[src/design/assert_macros.svh]
// ----------------------------------------------------------------------------
// assert_macros.svh
// Assertion macros used by the RTP sequence validator.
// ----------------------------------------------------------------------------
`ifndef ASSERT_MACROS_SVH
`define ASSERT_MACROS_SVH

// Check a property on every rising clk edge outside reset.
`define ASSERT_CLK(lbl, prop, msg) \
  lbl: assert property (@(posedge clk) disable iff (rst) prop) else $error(msg);

// Check a property on every rising clk edge, reset included.
`define ASSERT_ALWAYS(lbl, prop, msg) \
  lbl: assert property (@(posedge clk) prop) else $error(msg);

`endif

[src/design/rsv_pkg.sv]
// ----------------------------------------------------------------------------
// rsv_pkg
// Types and constants of the RTP sequence validator.
// ----------------------------------------------------------------------------
package rsv_pkg;

  localparam int PT_W   = 7;
  localparam int SEQ_W  = 16;
  localparam int SSRC_W = 32;
  localparam int GAP_W  = 15;
  localparam int PROB_W = 4;
  localparam int STAT_W = 3;

  localparam int CFG_INDEX_W = 3;
  localparam int CFG_DATA_W  = 15;

  localparam logic [CFG_INDEX_W-1:0] REG_EXPECTED_PT    = 3'd0;
  localparam logic [CFG_INDEX_W-1:0] REG_DROPOUT_LIMIT  = 3'd1;
  localparam logic [CFG_INDEX_W-1:0] REG_MISORDER_LIMIT = 3'd2;
  localparam logic [CFG_INDEX_W-1:0] REG_PROBATION_LEN  = 3'd3;

  localparam logic [PT_W-1:0]   RESET_EXPECTED_PT    = 7'd0;
  localparam logic [GAP_W-1:0]  RESET_DROPOUT_LIMIT  = 15'd3000;
  localparam logic [GAP_W-1:0]  RESET_MISORDER_LIMIT = 15'd100;
  localparam logic [PROB_W-1:0] RESET_PROBATION_LEN  = 4'd2;

  localparam logic [STAT_W-1:0] ST_OK        = 3'd0;
  localparam logic [STAT_W-1:0] ST_PROBATION = 3'd1;
  localparam logic [STAT_W-1:0] ST_RESTART   = 3'd2;
  localparam logic [STAT_W-1:0] ST_BADSEQ    = 3'd3;
  localparam logic [STAT_W-1:0] ST_BADPT     = 3'd4;

  // Sequence span and the "matches nothing" bad sequence mark.
  localparam logic [SEQ_W:0] SEQ_SPAN = 17'h10000;
  localparam logic [SEQ_W:0] BAD_NONE = 17'h10001;

  typedef struct packed {
    logic [PT_W-1:0]   payload_type;
    logic [SEQ_W-1:0]  seq_number;
    logic [SSRC_W-1:0] source_id;
  } rsv_hdr_t;

  typedef struct packed {
    logic [STAT_W-1:0] status;
    logic [31:0]       extended_seq;
    logic [31:0]       packets_counted;
    logic [SSRC_W-1:0] peer_id;
  } rsv_res_t;

endpackage

[src/design/rtp_sequence_validator.sv]
// ----------------------------------------------------------------------------
// rtp_sequence_validator
// RFC 3550 style sequence validation of received RTP headers: peer latch,
// payload type check, probation, dropout and misorder tracking.
// ----------------------------------------------------------------------------
//   channel  direction  handshake            payload
//   hdr      in         hdr_valid/hdr_stall  rsv_hdr_t (pt, seq, ssrc)
//   res      out        res_valid/res_stall  rsv_res_t (status, ext seq, count, peer)
//   cfg      in         cfg_valid/cfg_ready  cfg_index, cfg_data
//
// One header per cycle unless stalled; a result passes the input register,
// then the output register. The tracker state updates in the single evaluation
// stage after the input register. A two-entry output register absorbs result
// stalls; the input stalls only when both entries and the input register are
// full. Reset restores the register defaults and clears all tracking state.
// ----------------------------------------------------------------------------
module rtp_sequence_validator (
  input  logic                               clk,
  input  logic                               rst,
  input  logic                               hdr_valid,
  output logic                               hdr_stall,
  input  rsv_pkg::rsv_hdr_t                  hdr,
  output logic                               res_valid,
  input  logic                               res_stall,
  output rsv_pkg::rsv_res_t                  res,
  input  logic                               cfg_valid,
  output logic                               cfg_ready,
  input  logic [rsv_pkg::CFG_INDEX_W-1:0]    cfg_index,
  input  logic [rsv_pkg::CFG_DATA_W-1:0]     cfg_data
);
  import rsv_pkg::*;

  logic [PT_W-1:0]   expected_pt;
  logic [GAP_W-1:0]  dropout_limit;
  logic [GAP_W-1:0]  misorder_limit;
  logic [PROB_W-1:0] probation_len;

  logic [SSRC_W-1:0] peer_source;
  logic [31:0]       received_count;
  logic [SEQ_W-1:0]  highest_sequence;
  logic [SEQ_W:0]    bad_sequence;
  logic [SEQ_W-1:0]  wrap_count;
  logic [PROB_W-1:0] probation_left;

  logic [SSRC_W-1:0] peer_source_next;
  logic [31:0]       received_count_next;
  logic [SEQ_W-1:0]  highest_sequence_next;
  logic [SEQ_W:0]    bad_sequence_next;
  logic [SEQ_W-1:0]  wrap_count_next;
  logic [PROB_W-1:0] probation_left_next;
  logic [STAT_W-1:0] status_next;

  logic              s1_valid;
  rsv_hdr_t          s1;
  logic              skid_valid;
  rsv_res_t          skid;
  logic              advance;
  logic              push;
  logic              pop;
  rsv_res_t          result;

  logic [SEQ_W-1:0]  seq;
  logic [SEQ_W-1:0]  gap;
  logic [SEQ_W-1:0]  hi_w;
  logic [PROB_W-1:0] prob_w;
  logic [SEQ_W:0]    bad_w;
  logic [SEQ_W-1:0]  wrap_w;

  assign cfg_ready = 1'b1;

  always_ff @(posedge clk) begin
    if (rst) begin
      expected_pt    <= RESET_EXPECTED_PT;
      dropout_limit  <= RESET_DROPOUT_LIMIT;
      misorder_limit <= RESET_MISORDER_LIMIT;
      probation_len  <= RESET_PROBATION_LEN;
    end else if (cfg_valid && cfg_ready) begin
      case (cfg_index)
        REG_EXPECTED_PT:    expected_pt    <= cfg_data[PT_W-1:0];
        REG_DROPOUT_LIMIT:  dropout_limit  <= cfg_data[GAP_W-1:0];
        REG_MISORDER_LIMIT: misorder_limit <= cfg_data[GAP_W-1:0];
        REG_PROBATION_LEN:  probation_len  <= cfg_data[PROB_W-1:0];
        default: ;
      endcase
    end
  end

  // Input register; advance while the output side has a free entry.
  assign advance   = !skid_valid;
  assign hdr_stall = s1_valid && !advance;
  assign push      = s1_valid && advance;
  assign pop       = res_valid && !res_stall;

  always_ff @(posedge clk) begin
    if (rst) begin
      s1_valid <= 1'b0;
    end else if (!hdr_stall) begin
      s1_valid <= hdr_valid;
    end
  end

  always_ff @(posedge clk) begin
    if (hdr_valid && !hdr_stall) begin
      s1 <= hdr;
    end
  end

  always_comb begin
    seq                   = s1.seq_number;
    peer_source_next      = (peer_source == '0) ? s1.source_id : peer_source;
    received_count_next   = received_count;
    highest_sequence_next = highest_sequence;
    bad_sequence_next     = bad_sequence;
    wrap_count_next       = wrap_count;
    probation_left_next   = probation_left;
    status_next           = ST_OK;
    hi_w                  = highest_sequence;
    prob_w                = probation_left;
    bad_w                 = bad_sequence;
    wrap_w                = wrap_count;
    gap                   = '0;

    if (s1.payload_type != expected_pt) begin
      status_next = ST_BADPT;
    end else begin
      if (received_count == '0) begin
        hi_w   = seq - 16'd1;
        bad_w  = BAD_NONE;
        wrap_w = '0;
        prob_w = probation_len;
      end
      gap = seq - hi_w;

      if (prob_w != '0) begin
        if ({1'b0, seq} == {1'b0, hi_w} + 17'd1) begin
          prob_w = prob_w - 4'd1;
          status_next = (prob_w == '0) ? ST_RESTART : ST_PROBATION;
        end else begin
          prob_w = probation_len - 4'd1;
          status_next = ST_PROBATION;
        end
        hi_w = seq;
      end else if ({1'b0, gap} < {2'b0, dropout_limit}) begin
        if (seq < hi_w) begin
          wrap_w = wrap_w + 16'd1;
        end
        hi_w = seq;
        status_next = ST_OK;
      end else if ({1'b0, gap} <= SEQ_SPAN - {2'b0, misorder_limit}) begin
        if ({1'b0, seq} == bad_w) begin
          status_next = ST_RESTART;
        end else begin
          bad_w = {1'b0, seq + 16'd1};
          status_next = ST_BADSEQ;
        end
      end else begin
        status_next = ST_OK;
      end

      if (status_next == ST_RESTART) begin
        hi_w   = seq;
        bad_w  = BAD_NONE;
        wrap_w = '0;
      end
      if (status_next != ST_BADSEQ) begin
        received_count_next = received_count + 32'd1;
      end
      highest_sequence_next = hi_w;
      bad_sequence_next     = bad_w;
      wrap_count_next       = wrap_w;
      probation_left_next   = prob_w;
    end

    result.status          = status_next;
    result.extended_seq    = {wrap_count_next, highest_sequence_next};
    result.packets_counted = received_count_next;
    result.peer_id         = peer_source_next;
  end

  always_ff @(posedge clk) begin
    if (rst) begin
      peer_source      <= '0;
      received_count   <= '0;
      highest_sequence <= '0;
      bad_sequence     <= '0;
      wrap_count       <= '0;
      probation_left   <= '0;
    end else if (push) begin
      peer_source      <= peer_source_next;
      received_count   <= received_count_next;
      highest_sequence <= highest_sequence_next;
      bad_sequence     <= bad_sequence_next;
      wrap_count       <= wrap_count_next;
      probation_left   <= probation_left_next;
    end
  end

  // Two-entry output register: res is the head, skid holds the second.
  always_ff @(posedge clk) begin
    if (rst) begin
      res_valid  <= 1'b0;
      skid_valid <= 1'b0;
    end else begin
      if (skid_valid) begin
        if (pop) begin
          res_valid  <= 1'b1;
          skid_valid <= 1'b0;
        end
      end else if (res_valid) begin
        if (pop) begin
          res_valid <= push;
        end else if (push) begin
          skid_valid <= 1'b1;
        end
      end else begin
        res_valid <= push;
      end
    end
  end

  always_ff @(posedge clk) begin
    if (skid_valid) begin
      if (pop) begin
        res <= skid;
      end
    end else if (push && (pop || !res_valid)) begin
      res <= result;
    end else if (push) begin
      skid <= result;
    end
  end

  `include "assert_macros.svh"

  `ASSERT_ALWAYS(a_skid_behind_head, skid_valid |-> res_valid, "skid entry without head entry")
  `ASSERT_CLK(a_stall_only_full, hdr_stall |-> (s1_valid && skid_valid),
              "input stalled with free entry")
  `ASSERT_CLK(a_peer_sticky, (peer_source != '0) |=> (peer_source == $past(peer_source)),
              "peer changed after latch")
  `ASSERT_CLK(a_badpt_no_count,
              (push && status_next == ST_BADPT) |=> (received_count == $past(received_count)),
              "bad payload type changed count")

endmodule

[config.mk]
export PLATFORM = sky130hd
export DESIGN_NAME = rtp_sequence_validator
export DESIGN_NICKNAME = d
export VERILOG_FILES = /design/src/design/rsv_pkg.sv /design/src/design/rtp_sequence_validator.sv
export VERILOG_INCLUDE_DIRS = /design/src /design/src/design
export SDC_FILE = /design/constraint.sdc
export NUM_CORES = 1
export LEC_CHECK = 0
export BUFFER_PORTS_ARGS = -buffer_cell sky130_fd_sc_hd__buf_4
export CORE_MARGIN = 4
export CORE_UTILIZATION = 61
export CTS_CLUSTER_DIAMETER = 80
export DETAILED_ROUTE_END_ITERATION = 8
export GPL_TIMING_DRIVEN = 0
export PLACE_DENSITY = 0.82
export SLEW_MARGIN = 20
export SYNTH_ARGS = -nofsm -noshare
export SYNTH_HDL_FRONTEND = slang
export SYNTH_SLANG_ARGS = --single-unit
[constraint.sdc]
create_clock -name clk -period 10.9 [get_ports clk]
set_clock_uncertainty 0.1 [all_clocks]
set_input_delay 1.635 -clock clk [delete_from_list [all_inputs] [get_ports clk]]
set_output_delay 1.635 -clock clk [all_outputs]
set_load 0.01 [all_outputs]
==> run metrics <==
RSZ-0062 raised after global routing no; CP Class flop to flop; DP HPWL approximately 53000 um; Tcrit/Tclk final 95.2%; Buf+Inv Stages, Crit Path 7; vias in the first global route roughly 19000; Mapped Avg Cell Area between 10 and 15 sq um; Core Region between 0.03 and 0.04 sq mm; Static Leak around 9.7 nW; CP Max Fanout 10; critical path arrival approximately 11000 ps; Antenna Cells 0; CP max stage cell o21ai_0; I/O pins 180; Worst path max stage delay 700 ps; Crit. End Element flop; worst-case vdd ir drop between 0.2 and 0.3 mV; fmax around 0.096 GHz; GR Overflow Total 0; Critical Path RT 11110 ps; Final Slew Violations 0; Top FF cell, synth edfxtp_1; GRT Total Usage a little over a third; status complete, no violations; starting density of the core just over 60%; Area Growth Syn to Fin 16.2%; final WL 73500 um; Die Y slightly below 200 um; EDFF count, synth about 250; Async S/R FF share, synth 0%; CTS tree yes; Synth Warn # 0; # setup viols final 0; Rel. slew slack ~18%; Die X 198 um; vias per cell slightly below 7; Worst-Margin Slew about 1200 ps; # DRC 0; number of buffers created by CTS 44; Worst Setup Slack, final around 530 ps; DR vias 19477; Power Density roughly 190 mW/mm^2; Final Hold Fails 0; antenna-violating nets left 0; most used cell, CP o21ai_0; CTS Hold Bufs 0; DRT iter0 DRCs approximately 2700; CTS HTree Levels 2; final core utilization a little under three quarters; post-place setup slack -528 ps; Site Rows 69; final RePlAce weighted congestion around 1.0; CTS root buffer clkbuf_16; Mapped Cells approximately 2200; Max clock buf depth 3; PortBufs about 180; Yosys cell types 106; delay-heaviest family, CP compound AO/OA/AOI/OAI gates; Final min period about 10000 ps; Die ar. between 0.03 and 0.04 sq mm; FF+latch count, synth a little over 400; Setup crit start kind flop; mapped cell area about 0.022 sq mm; FILL cells roughly 2500; worst skew pair latency between 500 and 600 ps; flop2flop setup slack approximately 530 ps; first-pass GRT wire length about 110000 um; register area share after synthesis 49.2%; largest net degree at the start of global routing between 50 and 60; CTS sink count about 410; initial antenna violation count 0; worst min path class flop to flop; Nets about 2500; share of cells above drive strength 1 around 18%; Max-Cap Viols 0; DR WL/cell 25.4 um; drt pass-1 iters 6; clock slew at reported path FFs approximately 60 ps; syn_nets 2289
-- area by class of cell --
cell class | count | area (sq um) | share of cell area [%]
multi-input combinational | 1529 | 10300 | 40.4
sequential | 414 | 10800 | 42.3
buffer | 154 | 673 | 2.63
timing repair buffer | 188 | 1540 | 6.04
tap | 461 | 577 | 2.26
inverter | 65 | 244 | 0.954
clock buffer | 68 | 1230 | 4.81
clock inverter | 14 | 161 | 0.631
-- what timing repair did --
| action | CTS | global route |
|---|---|---|
| pin swaps | 1 | 2 |
| gates resized for setup | 3 | 8 |
| setup buffers | 0 | 4 |
| cloned | 0 | 0 |
| endpoints found under the setup margin | 170 | 119 |
-- where the power goes --
group          leakage, nW  switching (mW)  total, mW  internal [mW]
Sequential            3.72          0.0740       1.99           1.92
Clock                0.673           0.643       1.46          0.815
Combinational         5.26           0.773       1.32          0.549
Total                 9.65            1.49       4.77           3.28
-- placed cells by master, fill, tap and decap left out, types with 42 or more instances in the layout --
master     count
edfxtp_1     253
nand2_1      195
buf_4        184
nor2_1       164
dfxtp_1      161
a21oi_1      126
clkbuf_1     123
o21ai_0       87
nand3_1       73
xnor2_1       69
a31oi_1       69
mux2_2        69
inv_1         61
xor2_1        54
ha_1          46
clkbuf_16     44
a21o_1        42
-- worst paths after layout --
check                                                      end                             from  cells past startpoint
worst max-delay path                        skid[76]$_DFFE_PP_  received_count[29]$_SDFFE_PP0P_                     32
worst min-delay path            dropout_limit[13]$_SDFFE_PP0P_   dropout_limit[13]$_SDFFE_PP0P_                      2
worst max register to register              skid[76]$_DFFE_PP_  received_count[29]$_SDFFE_PP0P_                     32
worst min register to register  dropout_limit[13]$_SDFFE_PP0P_   dropout_limit[13]$_SDFFE_PP0P_                      2
-- cells in the mapped netlist, drive strengths merged, types with 42 or more instances --
| library cell | instances | area, sq um |
|---|---|---|
| dfxtp | 161 | 3220 |
| mux2 | 70 | 792 |
| ha | 46 | 576 |
| a31oi | 71 | 465 |
| xor2 | 54 | 473 |
| inv | 61 | 229 |
| nand2 | 196 | 738 |
| nor2 | 164 | 616 |
| xnor2 | 69 | 604 |
| clkbuf | 108 | 407 |
| o21ai | 95 | 479 |
| buf | 48 | 272 |
| a21o | 42 | 315 |
| a21oi | 127 | 636 |
| nand3 | 73 | 365 |
| edfxtp | 253 | 7600 |
-- tightest hold or removal path: stages, from the launching register on --
cell and delay [ps]:
dfxtp_1 310, nand2_1 50, a21oi_1 50
-- flip-flops by register name, summed over array words and instances (netlist names) --
| name | cells |
|---|---|
| skid_valid | 1 |
| probation_left | 4 |
| res | 99 |
| bad_sequence | 17 |
| seq | 16 |
| s1 | 39 |
| wrap_count | 16 |
| highest_sequence | 16 |
| skid | 99 |
| dropout_limit | 15 |
| probation_len | 4 |
| expected_pt | 7 |
| res_valid | 1 |
| peer_source | 32 |
| received_count | 32 |
| s1_valid | 1 |
| misorder_limit | 15 |
-- stage by stage --
step / cells / TNS (ps) / cell area [sq um] / hold slack [ps] / total power [mW]
after global routing: 2893 / 0 / 25600 / 384 / 4.95
after detailed placement: 2809 / -35820 / 24100 / 348 / 3.29
after floorplan: 2164 / 0 / 22000 / 334 / 2.85
after global placement: 2802 / -34160 / 23900 / 344 / 3.23
after CTS: 2890 / 0 / 25500 / 356 / 4.76
final: 2893 / 0 / 25600 / 358 / 4.77
-- kinds of logic (layout without fill, tap and decap cells) --
logic type / after synthesis / count (layout) / share of synthesized area [%]
compound gates: 574 / 574 / 18.5
mux: 89 / 89 / 4.46
other cells: 1 / 1 / 0.0170
flops: 414 / 414 / 49.2
simple gates: 693 / 693 / 16.0
fa+ha+maj: 49 / 49 / 2.80
buf+inv: 221 / 489 / 4.19
xor+xnor: 123 / 123 / 4.90
-- per-layer routing --
layer  GRT usage [%]  vias up  wire (um)
met5               0        -          0
met4            13.9        0       3020
met3            7.79      210       8190
met2            58.0     1282      33900
met1            49.4     9386      28400
li1                -     8599          -
No activity file was read; power rests on OpenSTA's default activity.
